--- src/hdl/pstp_pkg.sv ---
// Shared types, constants and tables for the polar scan to pixel converter.
package pstp_pkg;

  // Parameter defaults
  localparam int unsigned ANGLE_BITS_DEF = 16;
  localparam int unsigned RANGE_BITS_DEF = 16;

  // Configuration port
  localparam int unsigned CFG_IDX_W  = 3;
  localparam int unsigned CFG_DATA_W = 16;

  localparam logic [CFG_IDX_W-1:0] REG_ANGLE_START = 3'd0;
  localparam logic [CFG_IDX_W-1:0] REG_ANGLE_STEP  = 3'd1;
  localparam logic [CFG_IDX_W-1:0] REG_GATE_LO     = 3'd2;
  localparam logic [CFG_IDX_W-1:0] REG_GATE_HI     = 3'd3;
  localparam logic [CFG_IDX_W-1:0] REG_PPM         = 3'd4;
  localparam logic [CFG_IDX_W-1:0] REG_CENTER_X    = 3'd5;
  localparam logic [CFG_IDX_W-1:0] REG_CENTER_Y    = 3'd6;

  localparam logic [15:0] RST_ANGLE_START = 16'd0;
  localparam logic [15:0] RST_ANGLE_STEP  = 16'd182;
  localparam logic [15:0] RST_GATE_LO     = 16'd120;
  localparam logic [15:0] RST_GATE_HI     = 16'd12000;
  localparam logic [7:0]  RST_PPM         = 8'd50;
  localparam logic [9:0]  RST_CENTER_X    = 10'd250;
  localparam logic [9:0]  RST_CENTER_Y    = 10'd250;

  // CORDIC
  localparam int unsigned CORDIC_ITERS = 16;
  localparam int unsigned ITER_W       = 4;
  localparam int unsigned XY_W         = 18;
  localparam int unsigned Z_W          = 32;
  localparam int unsigned PHASE_W      = 32;
  localparam logic signed [XY_W-1:0] CORDIC_X0 = 18'sd19898;

  // Q1.15 trig values and scaling
  localparam int unsigned Q15_W    = 16;
  localparam int unsigned Q15_FRAC = 15;
  localparam int unsigned PPM_W    = 8;

  // Division by 1000 through a reciprocal: exact for dividends below 2^23.
  localparam int unsigned QIN_W       = 23;
  localparam int unsigned RECIP_W     = 24;
  localparam int unsigned RECIP_SHIFT = 33;
  localparam int unsigned QUO_W       = 14;
  localparam logic [RECIP_W-1:0] RECIP_1000 = 24'd8589935;

  // Pixel output
  localparam int unsigned PIX_W = 13;
  localparam int unsigned SUM_W = 16;
  localparam logic signed [SUM_W-1:0] PIX_MIN = -16'sd4096;
  localparam logic signed [SUM_W-1:0] PIX_MAX = 16'sd4095;

  typedef struct packed {
    logic [15:0] angle_start;
    logic [15:0] angle_step;
    logic [15:0] gate_lo;
    logic [15:0] gate_hi;
    logic [7:0]  ppm;
    logic [9:0]  center_x;
    logic [9:0]  center_y;
  } cfg_t;

  typedef struct packed {
    logic load;
    logic iter;
    logic map;
    logic prod;
    logic quot;
    logic out_load;
  } dp_cmd_t;

  typedef struct packed {
    logic iter_last;
  } dp_sts_t;

  // Arctangent of 2^-i in units of 2^-32 turn.
  function automatic logic [Z_W-1:0] atan_turn(input logic [ITER_W-1:0] idx);
    logic [Z_W-1:0] v;
    case (idx)
      4'd0:    v = 32'h2000_0000;
      4'd1:    v = 32'h12E4_051E;
      4'd2:    v = 32'h09FB_385B;
      4'd3:    v = 32'h0511_11D4;
      4'd4:    v = 32'h028B_0D43;
      4'd5:    v = 32'h0145_D7E1;
      4'd6:    v = 32'h00A2_F61E;
      4'd7:    v = 32'h0051_7C55;
      4'd8:    v = 32'h0028_BE53;
      4'd9:    v = 32'h0014_5F2F;
      4'd10:   v = 32'h000A_2F98;
      4'd11:   v = 32'h0005_17CC;
      4'd12:   v = 32'h0002_8BE6;
      4'd13:   v = 32'h0001_45F3;
      4'd14:   v = 32'h0000_A2FA;
      default: v = 32'h0000_517D;
    endcase
    return v;
  endfunction

endpackage

--- src/hdl/pstp_cfg.sv ---
// Configuration register file of the polar scan to pixel converter.
module pstp_cfg (
  input  logic                             clk_i,
  input  logic                             rst_ni,
  input  logic                             wr_en_i,
  input  logic [pstp_pkg::CFG_IDX_W-1:0]   wr_index_i,
  input  logic [pstp_pkg::CFG_DATA_W-1:0]  wr_data_i,
  output pstp_pkg::cfg_t                   cfg_o
);

  pstp_pkg::cfg_t cfg_q;

  always_ff @(posedge clk_i or negedge rst_ni) begin
    if (!rst_ni) begin
      cfg_q.angle_start <= pstp_pkg::RST_ANGLE_START;
      cfg_q.angle_step  <= pstp_pkg::RST_ANGLE_STEP;
      cfg_q.gate_lo     <= pstp_pkg::RST_GATE_LO;
      cfg_q.gate_hi     <= pstp_pkg::RST_GATE_HI;
      cfg_q.ppm         <= pstp_pkg::RST_PPM;
      cfg_q.center_x    <= pstp_pkg::RST_CENTER_X;
      cfg_q.center_y    <= pstp_pkg::RST_CENTER_Y;
    end else if (wr_en_i) begin
      unique case (wr_index_i)
        pstp_pkg::REG_ANGLE_START: cfg_q.angle_start <= wr_data_i;
        pstp_pkg::REG_ANGLE_STEP:  cfg_q.angle_step  <= wr_data_i;
        pstp_pkg::REG_GATE_LO:     cfg_q.gate_lo     <= wr_data_i;
        pstp_pkg::REG_GATE_HI:     cfg_q.gate_hi     <= wr_data_i;
        pstp_pkg::REG_PPM:         cfg_q.ppm         <= wr_data_i[7:0];
        pstp_pkg::REG_CENTER_X:    cfg_q.center_x    <= wr_data_i[9:0];
        pstp_pkg::REG_CENTER_Y:    cfg_q.center_y    <= wr_data_i[9:0];
        default: ;
      endcase
    end
  end

  assign cfg_o = cfg_q;

endmodule

--- src/hdl/pstp_ctrl.sv ---
// Sequencing state machine of the polar scan to pixel converter.
module pstp_ctrl (
  input  logic              clk_i,
  input  logic              rst_ni,
  input  logic              in_valid_i,
  output logic              in_stall_o,
  output logic              out_valid_o,
  input  logic              out_stall_i,
  input  pstp_pkg::dp_sts_t sts_i,
  output pstp_pkg::dp_cmd_t cmd_o
);

  localparam logic [2:0] S_IDLE = 3'd0;
  localparam logic [2:0] S_CORD = 3'd1;
  localparam logic [2:0] S_MAP  = 3'd2;
  localparam logic [2:0] S_PROD = 3'd3;
  localparam logic [2:0] S_QUOT = 3'd4;
  localparam logic [2:0] S_FIN  = 3'd5;

  logic [2:0] state_q, state_d;
  logic       out_valid_q, out_valid_d;
  logic       out_free;

  // The output register can take a new word when empty or being drained.
  assign out_free = !out_valid_q || !out_stall_i;

  always_comb begin
    state_d = state_q;
    cmd_o   = '0;
    unique case (state_q)
      S_IDLE: begin
        if (in_valid_i) begin
          cmd_o.load = 1'b1;
          state_d    = S_CORD;
        end
      end
      S_CORD: begin
        cmd_o.iter = 1'b1;
        if (sts_i.iter_last) begin
          state_d = S_MAP;
        end
      end
      S_MAP: begin
        cmd_o.map = 1'b1;
        state_d   = S_PROD;
      end
      S_PROD: begin
        cmd_o.prod = 1'b1;
        state_d    = S_QUOT;
      end
      S_QUOT: begin
        cmd_o.quot = 1'b1;
        state_d    = S_FIN;
      end
      S_FIN: begin
        if (out_free) begin
          cmd_o.out_load = 1'b1;
          state_d        = S_IDLE;
        end
      end
      default: state_d = S_IDLE;
    endcase
  end

  always_comb begin
    out_valid_d = out_valid_q;
    if (cmd_o.out_load) begin
      out_valid_d = 1'b1;
    end else if (!out_stall_i) begin
      out_valid_d = 1'b0;
    end
  end

  always_ff @(posedge clk_i or negedge rst_ni) begin
    if (!rst_ni) begin
      state_q     <= S_IDLE;
      out_valid_q <= 1'b0;
    end else begin
      state_q     <= state_d;
      out_valid_q <= out_valid_d;
    end
  end

  assign in_stall_o  = (state_q != S_IDLE);
  assign out_valid_o = out_valid_q;

  a_accept_starts_cordic: assert property (@(posedge clk_i) disable iff (!rst_ni)
    (in_valid_i && !in_stall_o) |=> (state_q == S_CORD))
    else $error("accepted word did not start the CORDIC");

  a_cordic_runs_to_end: assert property (@(posedge clk_i) disable iff (!rst_ni)
    (state_q == S_CORD && !sts_i.iter_last) |=> (state_q == S_CORD))
    else $error("CORDIC left before its last iteration");

  a_result_from_fin: assert property (@(posedge clk_i) disable iff (!rst_ni)
    $rose(out_valid_q) |-> ($past(state_q) == S_FIN))
    else $error("result appeared without a finishing step");

  a_pending_result_kept: assert property (@(posedge clk_i) disable iff (!rst_ni)
    (state_q == S_FIN && out_valid_q && out_stall_i) |=> (state_q == S_FIN))
    else $error("finished word left while output was blocked");

endmodule

--- src/hdl/pstp_dp.sv ---
// Datapath: angle tracking, iterative CORDIC, scaling and pixel saturation.
module pstp_dp #(
  parameter int unsigned ANGLE_BITS = pstp_pkg::ANGLE_BITS_DEF,
  parameter int unsigned RANGE_BITS = pstp_pkg::RANGE_BITS_DEF
) (
  input  logic                                clk_i,
  input  logic                                rst_ni,
  input  pstp_pkg::cfg_t                      cfg_i,
  input  pstp_pkg::dp_cmd_t                   cmd_i,
  output pstp_pkg::dp_sts_t                   sts_o,
  input  logic [RANGE_BITS-1:0]               range_mm_i,
  input  logic                                last_of_scan_i,
  output logic signed [pstp_pkg::PIX_W-1:0]   pixel_x_o,
  output logic signed [pstp_pkg::PIX_W-1:0]   pixel_y_o,
  output logic                                plotted_o,
  output logic                                scan_done_o
);

  localparam int unsigned KW  = RANGE_BITS + pstp_pkg::PPM_W;
  localparam int unsigned PW  = KW + pstp_pkg::Q15_W;
  localparam int unsigned SW  = (PW > pstp_pkg::QIN_W) ? PW : pstp_pkg::QIN_W + 1;
  localparam int unsigned CW  = (RANGE_BITS > 16) ? RANGE_BITS : 16;
  localparam int unsigned MW  = pstp_pkg::QIN_W + pstp_pkg::RECIP_W;
  localparam int unsigned XE_W = pstp_pkg::XY_W + 1;
  localparam logic [pstp_pkg::QIN_W-1:0] QMAX = {pstp_pkg::QIN_W{1'b1}};

  // ---------------------------------------------------------------- accept
  logic [ANGLE_BITS-1:0]         angle_off_q;
  logic [ANGLE_BITS-1:0]         angle;
  logic [pstp_pkg::PHASE_W-1:0]  phase;
  logic                          hit;
  logic [KW-1:0]                 k_prod;

  logic [KW-1:0]                 k_q;
  logic                          hit_q;
  logic                          last_q;
  logic [1:0]                    quad_q;

  assign angle  = ANGLE_BITS'(cfg_i.angle_start) + angle_off_q;
  assign phase  = {angle, {(pstp_pkg::PHASE_W - ANGLE_BITS){1'b0}}};
  assign hit    = (CW'(range_mm_i) >= CW'(cfg_i.gate_lo)) &&
                  (CW'(range_mm_i) <= CW'(cfg_i.gate_hi));
  assign k_prod = KW'(range_mm_i) * KW'(cfg_i.ppm);

  always_ff @(posedge clk_i or negedge rst_ni) begin
    if (!rst_ni) begin
      angle_off_q <= '0;
    end else if (cmd_i.load) begin
      // The offset restarts after the last sample of a scan.
      angle_off_q <= last_of_scan_i ? '0 : angle_off_q + ANGLE_BITS'(cfg_i.angle_step);
    end
  end

  // ---------------------------------------------------------------- CORDIC
  logic signed [pstp_pkg::XY_W-1:0] x_q, y_q, dx, dy;
  logic signed [pstp_pkg::Z_W-1:0]  z_q, atan_v;
  logic [pstp_pkg::ITER_W-1:0]      iter_q;

  assign dx     = y_q >>> iter_q;
  assign dy     = x_q >>> iter_q;
  assign atan_v = $signed(pstp_pkg::atan_turn(iter_q));

  always_ff @(posedge clk_i) begin
    if (cmd_i.load) begin
      k_q    <= k_prod;
      hit_q  <= hit;
      last_q <= last_of_scan_i;
      quad_q <= phase[pstp_pkg::PHASE_W-1 -: 2];
      x_q    <= pstp_pkg::CORDIC_X0;
      y_q    <= '0;
      z_q    <= $signed({2'b00, phase[pstp_pkg::PHASE_W-3:0]});
      iter_q <= '0;
    end else if (cmd_i.iter) begin
      if (!z_q[pstp_pkg::Z_W-1]) begin
        x_q <= x_q - dx;
        y_q <= y_q + dy;
        z_q <= z_q - atan_v;
      end else begin
        x_q <= x_q + dx;
        y_q <= y_q - dy;
        z_q <= z_q + atan_v;
      end
      iter_q <= iter_q + 1'b1;
    end
  end

  assign sts_o.iter_last = (iter_q == pstp_pkg::ITER_W'(pstp_pkg::CORDIC_ITERS - 1));

  // ---------------------------------------------------------------- quadrant
  function automatic logic signed [pstp_pkg::Q15_W-1:0] clamp_q15(
    input logic signed [XE_W-1:0] v
  );
    logic signed [pstp_pkg::Q15_W-1:0] r;
    if (v > XE_W'(32767)) begin
      r = 16'sh7FFF;
    end else if (v < -XE_W'(32768)) begin
      r = -16'sh8000;
    end else begin
      r = v[pstp_pkg::Q15_W-1:0];
    end
    return r;
  endfunction

  logic signed [XE_W-1:0]            xe, ye, s_w, c_w;
  logic signed [pstp_pkg::Q15_W-1:0] sin_q, cos_q;

  assign xe = {x_q[pstp_pkg::XY_W-1], x_q};
  assign ye = {y_q[pstp_pkg::XY_W-1], y_q};

  always_comb begin
    case (quad_q)
      2'd0:    begin s_w = ye;  c_w = xe;  end
      2'd1:    begin s_w = xe;  c_w = -ye; end
      2'd2:    begin s_w = -ye; c_w = -xe; end
      default: begin s_w = -xe; c_w = ye;  end
    endcase
  end

  always_ff @(posedge clk_i) begin
    if (cmd_i.map) begin
      sin_q <= clamp_q15(s_w);
      cos_q <= clamp_q15(c_w);
    end
  end

  // ---------------------------------------------------------------- scaling
  // Work on magnitudes so that the division truncates toward zero.
  logic [pstp_pkg::Q15_W-1:0] abs_s, abs_c;
  logic [PW-1:0]              prod_x, prod_y;
  logic [SW-1:0]              sh_x, sh_y;
  logic [pstp_pkg::QIN_W-1:0] qx_q, qy_q;
  logic                       neg_x_q, neg_y_q;

  assign abs_s  = sin_q[pstp_pkg::Q15_W-1] ? (~sin_q + 1'b1) : sin_q;
  assign abs_c  = cos_q[pstp_pkg::Q15_W-1] ? (~cos_q + 1'b1) : cos_q;
  assign prod_x = PW'(k_q) * PW'(abs_s);
  assign prod_y = PW'(k_q) * PW'(abs_c);
  assign sh_x   = SW'(prod_x >> pstp_pkg::Q15_FRAC);
  assign sh_y   = SW'(prod_y >> pstp_pkg::Q15_FRAC);

  // A clamped dividend still gives a quotient far past the pixel limits.
  always_ff @(posedge clk_i) begin
    if (cmd_i.prod) begin
      qx_q    <= (sh_x > SW'(QMAX)) ? QMAX : sh_x[pstp_pkg::QIN_W-1:0];
      qy_q    <= (sh_y > SW'(QMAX)) ? QMAX : sh_y[pstp_pkg::QIN_W-1:0];
      neg_x_q <= sin_q[pstp_pkg::Q15_W-1];
      neg_y_q <= cos_q[pstp_pkg::Q15_W-1];
    end
  end

  logic [MW-1:0]              mx, my;
  logic [pstp_pkg::QUO_W-1:0] quo_x_q, quo_y_q;

  assign mx = MW'(qx_q) * MW'(pstp_pkg::RECIP_1000);
  assign my = MW'(qy_q) * MW'(pstp_pkg::RECIP_1000);

  always_ff @(posedge clk_i) begin
    if (cmd_i.quot) begin
      quo_x_q <= mx[pstp_pkg::RECIP_SHIFT +: pstp_pkg::QUO_W];
      quo_y_q <= my[pstp_pkg::RECIP_SHIFT +: pstp_pkg::QUO_W];
    end
  end

  // ---------------------------------------------------------------- pixel
  function automatic logic signed [pstp_pkg::PIX_W-1:0] sat_pix(
    input logic signed [pstp_pkg::SUM_W-1:0] v
  );
    logic signed [pstp_pkg::PIX_W-1:0] r;
    if (v > pstp_pkg::PIX_MAX) begin
      r = pstp_pkg::PIX_MAX[pstp_pkg::PIX_W-1:0];
    end else if (v < pstp_pkg::PIX_MIN) begin
      r = pstp_pkg::PIX_MIN[pstp_pkg::PIX_W-1:0];
    end else begin
      r = v[pstp_pkg::PIX_W-1:0];
    end
    return r;
  endfunction

  logic signed [pstp_pkg::SUM_W-1:0] mag_x, mag_y, term_x, term_y, sum_x, sum_y;
  logic signed [pstp_pkg::PIX_W-1:0] px_q, py_q;
  logic                              plotted_q, done_q;

  assign mag_x  = $signed(pstp_pkg::SUM_W'(quo_x_q));
  assign mag_y  = $signed(pstp_pkg::SUM_W'(quo_y_q));
  assign term_x = neg_x_q ? -mag_x : mag_x;
  assign term_y = neg_y_q ? -mag_y : mag_y;
  assign sum_x  = $signed(pstp_pkg::SUM_W'(cfg_i.center_x)) + term_x;
  assign sum_y  = $signed(pstp_pkg::SUM_W'(cfg_i.center_y)) - term_y;

  always_ff @(posedge clk_i) begin
    if (cmd_i.out_load) begin
      px_q      <= hit_q ? sat_pix(sum_x) : '0;
      py_q      <= hit_q ? sat_pix(sum_y) : '0;
      plotted_q <= hit_q;
      done_q    <= last_q;
    end
  end

  assign pixel_x_o   = px_q;
  assign pixel_y_o   = py_q;
  assign plotted_o   = plotted_q;
  assign scan_done_o = done_q;

endmodule

--- src/hdl/polar_scan_to_pixel.sv ---
// Polar scan to pixel converter: top level joining registers, controller and datapath.
//
// Each word carries one range sample; the block keeps a running binary angle
// (start angle plus step times sample index, restarting after the word marked
// last of scan) and returns one result word per sample: the pixel position of
// the point, saturated to signed 13 bits, or zeros with plotted low when the
// range lies outside the gate. After acceptance a sample passes through 16
// iterations of the iterative CORDIC, which forms sine and cosine one iteration
// a cycle, then quadrant mapping, scaling, division by 1000 and the final add
// and saturate. The block works on one sample at a time and takes the next
// sample while a finished result still waits in the output register.
// Configuration writes are accepted every cycle and must be made while no
// sample is in flight.
module polar_scan_to_pixel #(
  parameter int unsigned ANGLE_BITS = pstp_pkg::ANGLE_BITS_DEF,
  parameter int unsigned RANGE_BITS = pstp_pkg::RANGE_BITS_DEF
) (
  input  logic                               clk_i,
  input  logic                               rst_ni,
  // Sample input
  input  logic                               in_valid_i,
  output logic                               in_stall_o,
  input  logic [RANGE_BITS-1:0]              range_mm_i,
  input  logic                               last_of_scan_i,
  // Result output
  output logic                               out_valid_o,
  input  logic                               out_stall_i,
  output logic signed [pstp_pkg::PIX_W-1:0]  pixel_x_o,
  output logic signed [pstp_pkg::PIX_W-1:0]  pixel_y_o,
  output logic                               plotted_o,
  output logic                               scan_done_o,
  // Configuration writes
  input  logic                               cfg_valid_i,
  output logic                               cfg_ready_o,
  input  logic [pstp_pkg::CFG_IDX_W-1:0]     cfg_index_i,
  input  logic [pstp_pkg::CFG_DATA_W-1:0]    cfg_data_i
);

  pstp_pkg::cfg_t    cfg;
  pstp_pkg::dp_cmd_t cmd;
  pstp_pkg::dp_sts_t sts;

  assign cfg_ready_o = 1'b1;

  pstp_cfg u_cfg (
    .clk_i      (clk_i),
    .rst_ni     (rst_ni),
    .wr_en_i    (cfg_valid_i && cfg_ready_o),
    .wr_index_i (cfg_index_i),
    .wr_data_i  (cfg_data_i),
    .cfg_o      (cfg)
  );

  pstp_ctrl u_ctrl (
    .clk_i       (clk_i),
    .rst_ni      (rst_ni),
    .in_valid_i  (in_valid_i),
    .in_stall_o  (in_stall_o),
    .out_valid_o (out_valid_o),
    .out_stall_i (out_stall_i),
    .sts_i       (sts),
    .cmd_o       (cmd)
  );

  pstp_dp #(
    .ANGLE_BITS (ANGLE_BITS),
    .RANGE_BITS (RANGE_BITS)
  ) u_dp (
    .clk_i          (clk_i),
    .rst_ni         (rst_ni),
    .cfg_i          (cfg),
    .cmd_i          (cmd),
    .sts_o          (sts),
    .range_mm_i     (range_mm_i),
    .last_of_scan_i (last_of_scan_i),
    .pixel_x_o      (pixel_x_o),
    .pixel_y_o      (pixel_y_o),
    .plotted_o      (plotted_o),
    .scan_done_o    (scan_done_o)
  );

endmodule

--- config.mk ---
export PLATFORM = sky130hd
export DESIGN_NAME = polar_scan_to_pixel
export DESIGN_NICKNAME = d
export VERILOG_FILES = /design/src/hdl/pstp_pkg.sv /design/src/hdl/pstp_cfg.sv /design/src/hdl/pstp_ctrl.sv /design/src/hdl/pstp_dp.sv /design/src/hdl/polar_scan_to_pixel.sv
export SDC_FILE = /design/constraint.sdc
export NUM_CORES = 2
export LEC_CHECK = 0
export BUFFER_PORTS_ARGS = -buffer_cell sky130_fd_sc_hd__buf_4
export CAP_MARGIN = 20
export CELL_PAD_IN_SITES_DETAIL_PLACEMENT = 0
export CELL_PAD_IN_SITES_GLOBAL_PLACEMENT = 2
export CORE_MARGIN = 5
export CORE_UTILIZATION = 40
export DETAILED_ROUTE_END_ITERATION = 7
export HOLD_SLACK_MARGIN = 0.08
export PLACE_DENSITY_LB_ADDON = 0.1
export SLEW_MARGIN = 10
export SYNTH_ARGS = -nofsm -noshare
export SYNTH_HDL_FRONTEND = slang
export SYNTH_HIERARCHICAL = 1
export SYNTH_SLANG_ARGS = --single-unit
--- constraint.sdc ---
create_clock -name clk_i -period 23.8 [get_ports clk_i]
set_input_delay 2.38 -clock clk_i [delete_from_list [all_inputs] [get_ports clk_i]]
set_output_delay 2.38 -clock clk_i [all_outputs]
set_load 0.005 [all_outputs]
==> out/metrics.csv <==
stage;metric;value;unit
clock_network;hold_buffers;0;
drt;firstDrtPassIters;5;
synth;syn-num-nets;9281;
timing;min_period;9.13;ns
timing;rsz0062_at_grt;no;
floorplan;die_w;425;um
synth;synth_seq_area_share;0.145;
floorplan;core;171000;um2
timing;slew_viol_final;0;
synth;synth-seq-cells;378;
placement;dp_hpwl;147;mm
critical_path;critical_path_class;flip-flop to flip-flop;
placement;portBuffers;70;
drt;routedWlPerCell;19.8;um
drt;drtIter0Drc;2245;
clock_network;htreeDepth;2;
finish;num-nets-final;9202;
critical_path;cp.arrival;9.57;ns
global_routing;grt_max_degree;68;
timing;fin_crit_sh;0.384;
timing;setup_tns;0;ns
global_routing;antenna_found_initial;10;
drt;drt-vias-per-instance;5.05;
global_routing;grt_pass1_vias;52300;
drt;drc_errors;0;
clock_network;cts_root_buf;clkbuf_16;
timing;finalHoldViolCount;0;
critical_path;worstSetupEndpointType;flip-flop;
floorplan;die_h;425;um
clock_network;clk_latency;0.69;ns
global_routing;grt_pass1_wl;303;mm
synth;syn_inst;7329;
timing;tightest_slew;1.03;ns
critical_path;crit_path_top_delay_cell;edfxtp_1;
global_routing;overflow;0;
critical_path;critPathMaxStageDelay;0.80;ns
critical_path;worstPathMaxFanout;26;
clock_network;clockBufferDepth;3;
drt;ant_nets;0;
synth;yosysWarnings;6;
timing;finalSetupViolCount;0;
drt;dr_total_vias;48600;
finish;areaGrowthSynthToFinish;7.25;%
clock_network;cts_tree;yes;
critical_path;cp_top_family;adder cells;
synth;synth_cell_types;108;
synth;synthesis.area;68800;um2
clock_network;post_cts.repair.setup_buffers;0;
floorplan;ios;72;
critical_path;path_buf_inv;5;
floorplan;num_rows;152;
timing;maxSlewHeadroom;0.312;
outcome;outcome;completed;
timing;fmaxAchievable;0.109;GHz
hold_path;hold_class;flip-flop to flip-flop;
clock_network;cts.sinks;378;
synth;async_flop_share;0.296;
drt;wl;190;mm
flow_run;drv_cap;0;
critical_path;cp-start-kind;flip-flop;
global_routing;grt_use_total;0.215;
finish;drive_gt1_frac;0.0658;
clock_network;numCtsBuffers;52;
synth;synth-edff-count;178;
timing;final.setup_skew;0.0733;ns
critical_path;required;24.24;ns
synth;avgSynthCellArea;9.38;um2
clock_network;cts_resized;0;
critical_path;crit_top_cell;fa_1;
floorplan;initial_utilization;0.401;
synth;synth_top_flop_cell;edfxtp_1;
clock_network;clkTransAtPathRegs;0.06;ns
finish;fill_cells;17100;
floorplan;dieArea;180000;um2
placement;gp_congestion;0.821;
==> final timing paths <==
kind,end,cells past startpoint,slack [ns],from
min in group asynchronous,u_cfg/cfg_o[69],1,1.77,rst_ni
hold reg to reg,u_dp/scan_done_o,0,0.42,u_dp/last_q
max in group asynchronous,u_cfg/cfg_o[30],2,20.72,rst_ni
setup / recovery,u_dp/qy_q[15],28,14.67,u_dp/cos_q[0]
setup reg to reg,u_dp/qy_q[15],28,14.67,u_dp/cos_q[0]
hold / removal,u_dp/scan_done_o,0,0.42,u_dp/last_q
==> state kept, by name (all words and copies together) (netlist names), 2 cells and up <==
| register | cells |
|---|---|
| u_dp/cos_q | 16 |
| u_cfg/cfg_o | 92 |
| u_dp/sin_q | 16 |
| u_dp/iter_q | 4 |
| u_dp/k_q | 24 |
| u_dp/quo_y_q | 14 |
| u_dp/qy_q | 23 |
| u_dp/x_q | 18 |
| u_dp/pixel_y_o | 13 |
| u_dp/angle_off_q | 16 |
| u_dp/quad_q | 2 |
| u_dp/quo_x_q | 14 |
| u_dp/y_q | 18 |
| u_dp/atan_v | 30 |
| u_dp/pixel_x_o | 13 |
| u_dp/z_q | 32 |
| u_ctrl/state_q | 3 |
| u_dp/qx_q | 23 |
==> final cells by class <==
type	count	area [um2]	area share
Multi-Input combinational cell	5154	52300	0.709
Sequential cell	378	9950	0.135
Inverter	1515	5690	0.0771
Tap cell	2310	2890	0.0392
Clock buffer	68	1430	0.0194
Timing Repair Buffer	149	1130	0.0153
Clock inverter	30	389	0.00528
Antenna cell	3	7.51	0.000102
==> cells in the mapped netlist (all sizes together) (9+ instances only) <==
master | n | area share
inv | 1512 | 0.083
fa | 1011 | 0.29
ha | 900 | 0.16
nand2 | 799 | 0.044
and2 | 335 | 0.030
nor2 | 238 | 0.013
clkbuf | 234 | 0.013
a21oi | 214 | 0.016
xnor2 | 199 | 0.025
o21ai | 190 | 0.014
edfxtp | 178 | 0.078
xor2 | 136 | 0.017
a21o | 132 | 0.014
mux2 | 108 | 0.019
dfxtp | 88 | 0.026
dfrtp | 81 | 0.029
nand2b | 81 | 0.0074
nor3 | 77 | 0.0057
mux2i | 63 | 0.0093
nand3 | 55 | 0.0040
buf | 48 | 0.0049
o31ai | 48 | 0.0052
o21a | 44 | 0.0048
a211oi | 39 | 0.0043
mux4 | 38 | 0.013
nor2b | 36 | 0.0034
dfstp | 31 | 0.012
nand4 | 31 | 0.0028
and3 | 29 | 0.0026
a31oi | 27 | 0.0025
or3 | 27 | 0.0025
nor4 | 21 | 0.0019
or2 | 21 | 0.0019
o211ai | 16 | 0.0017
o21bai | 16 | 0.0018
o22ai | 16 | 0.0015
o2bb2ai | 12 | 0.0015
nor3b | 11 | 0.0013
o32ai | 11 | 0.0014
o41ai | 11 | 0.0015
nand3b | 10 | 0.0011
o31a | 9 | 0.0011
==> kinds of logic after synthesis <==
logic type	share of synthesized area
compound gates	0.0858
fa+ha+maj	0.458
flops	0.145
mux	0.0420
xor+xnor	0.0427
buf+inv	0.100
other cells	0.0000545
simple gates	0.126
==> cell usage in the layout (no fill, tap or decap), types with 55 or more instances in the layout <==
| cell | count |
|---|---|
| inv_1 | 1511 |
| nand3_1 | 55 |
| mux2_2 | 75 |
| xor2_1 | 136 |
| nand2_1 | 799 |
| o21ai_0 | 187 |
| dfxtp_1 | 85 |
| fa_1 | 1011 |
| xnor2_1 | 173 |
| and2_1 | 335 |
| a21oi_1 | 213 |
| a21o_1 | 132 |
| buf_4 | 146 |
| nor3_1 | 76 |
| mux2i_1 | 61 |
| nand2b_1 | 80 |
| ha_1 | 900 |
| edfxtp_1 | 178 |
| nor2_1 | 236 |
| dfrtp_1 | 81 |
==> per-stage QoR <==
step / setup slack, ns / hold WS (ns) / cell area (um2) / cells / utilization
after floorplan: 15.82 / 0.400 / 68800 / 7329 / -
after global placement: 14.75 / 0.406 / 71900 / 9503 / 0.420
after detailed placement: 14.56 / 0.407 / 71900 / 9505 / 0.420
after CTS: 14.61 / 0.421 / 73700 / 9603 / 0.430
after global routing: 14.12 / 0.438 / 73800 / 9604 / 0.430
final: 14.67 / 0.418 / 73800 / 9607 / 0.430
==> layer usage <==
layer | GRT usage | vias up | share of wire
li1 | - | 23200 | -
met1 | 0.293 | 24400 | 0.46
met2 | 0.370 | 742 | 0.48
met3 | 0.0215 | 206 | 0.035
met4 | 0.0505 | 0 | 0.024
met5 | 0 | - | 0
==> worst register-to-register path: cells and delay by family, from the launching register on <==
family,cells,cell delay (ns)
xor+xnor,1,0.16
simple gates,8,1.68
fa+ha+maj,8,3.47
flops,1,0.80
buf+inv,5,0.66
compound gates,6,2.16
Power is not shown: default switching activity piles up to over one toggle a cycle in this logic, so the estimate is an artifact.
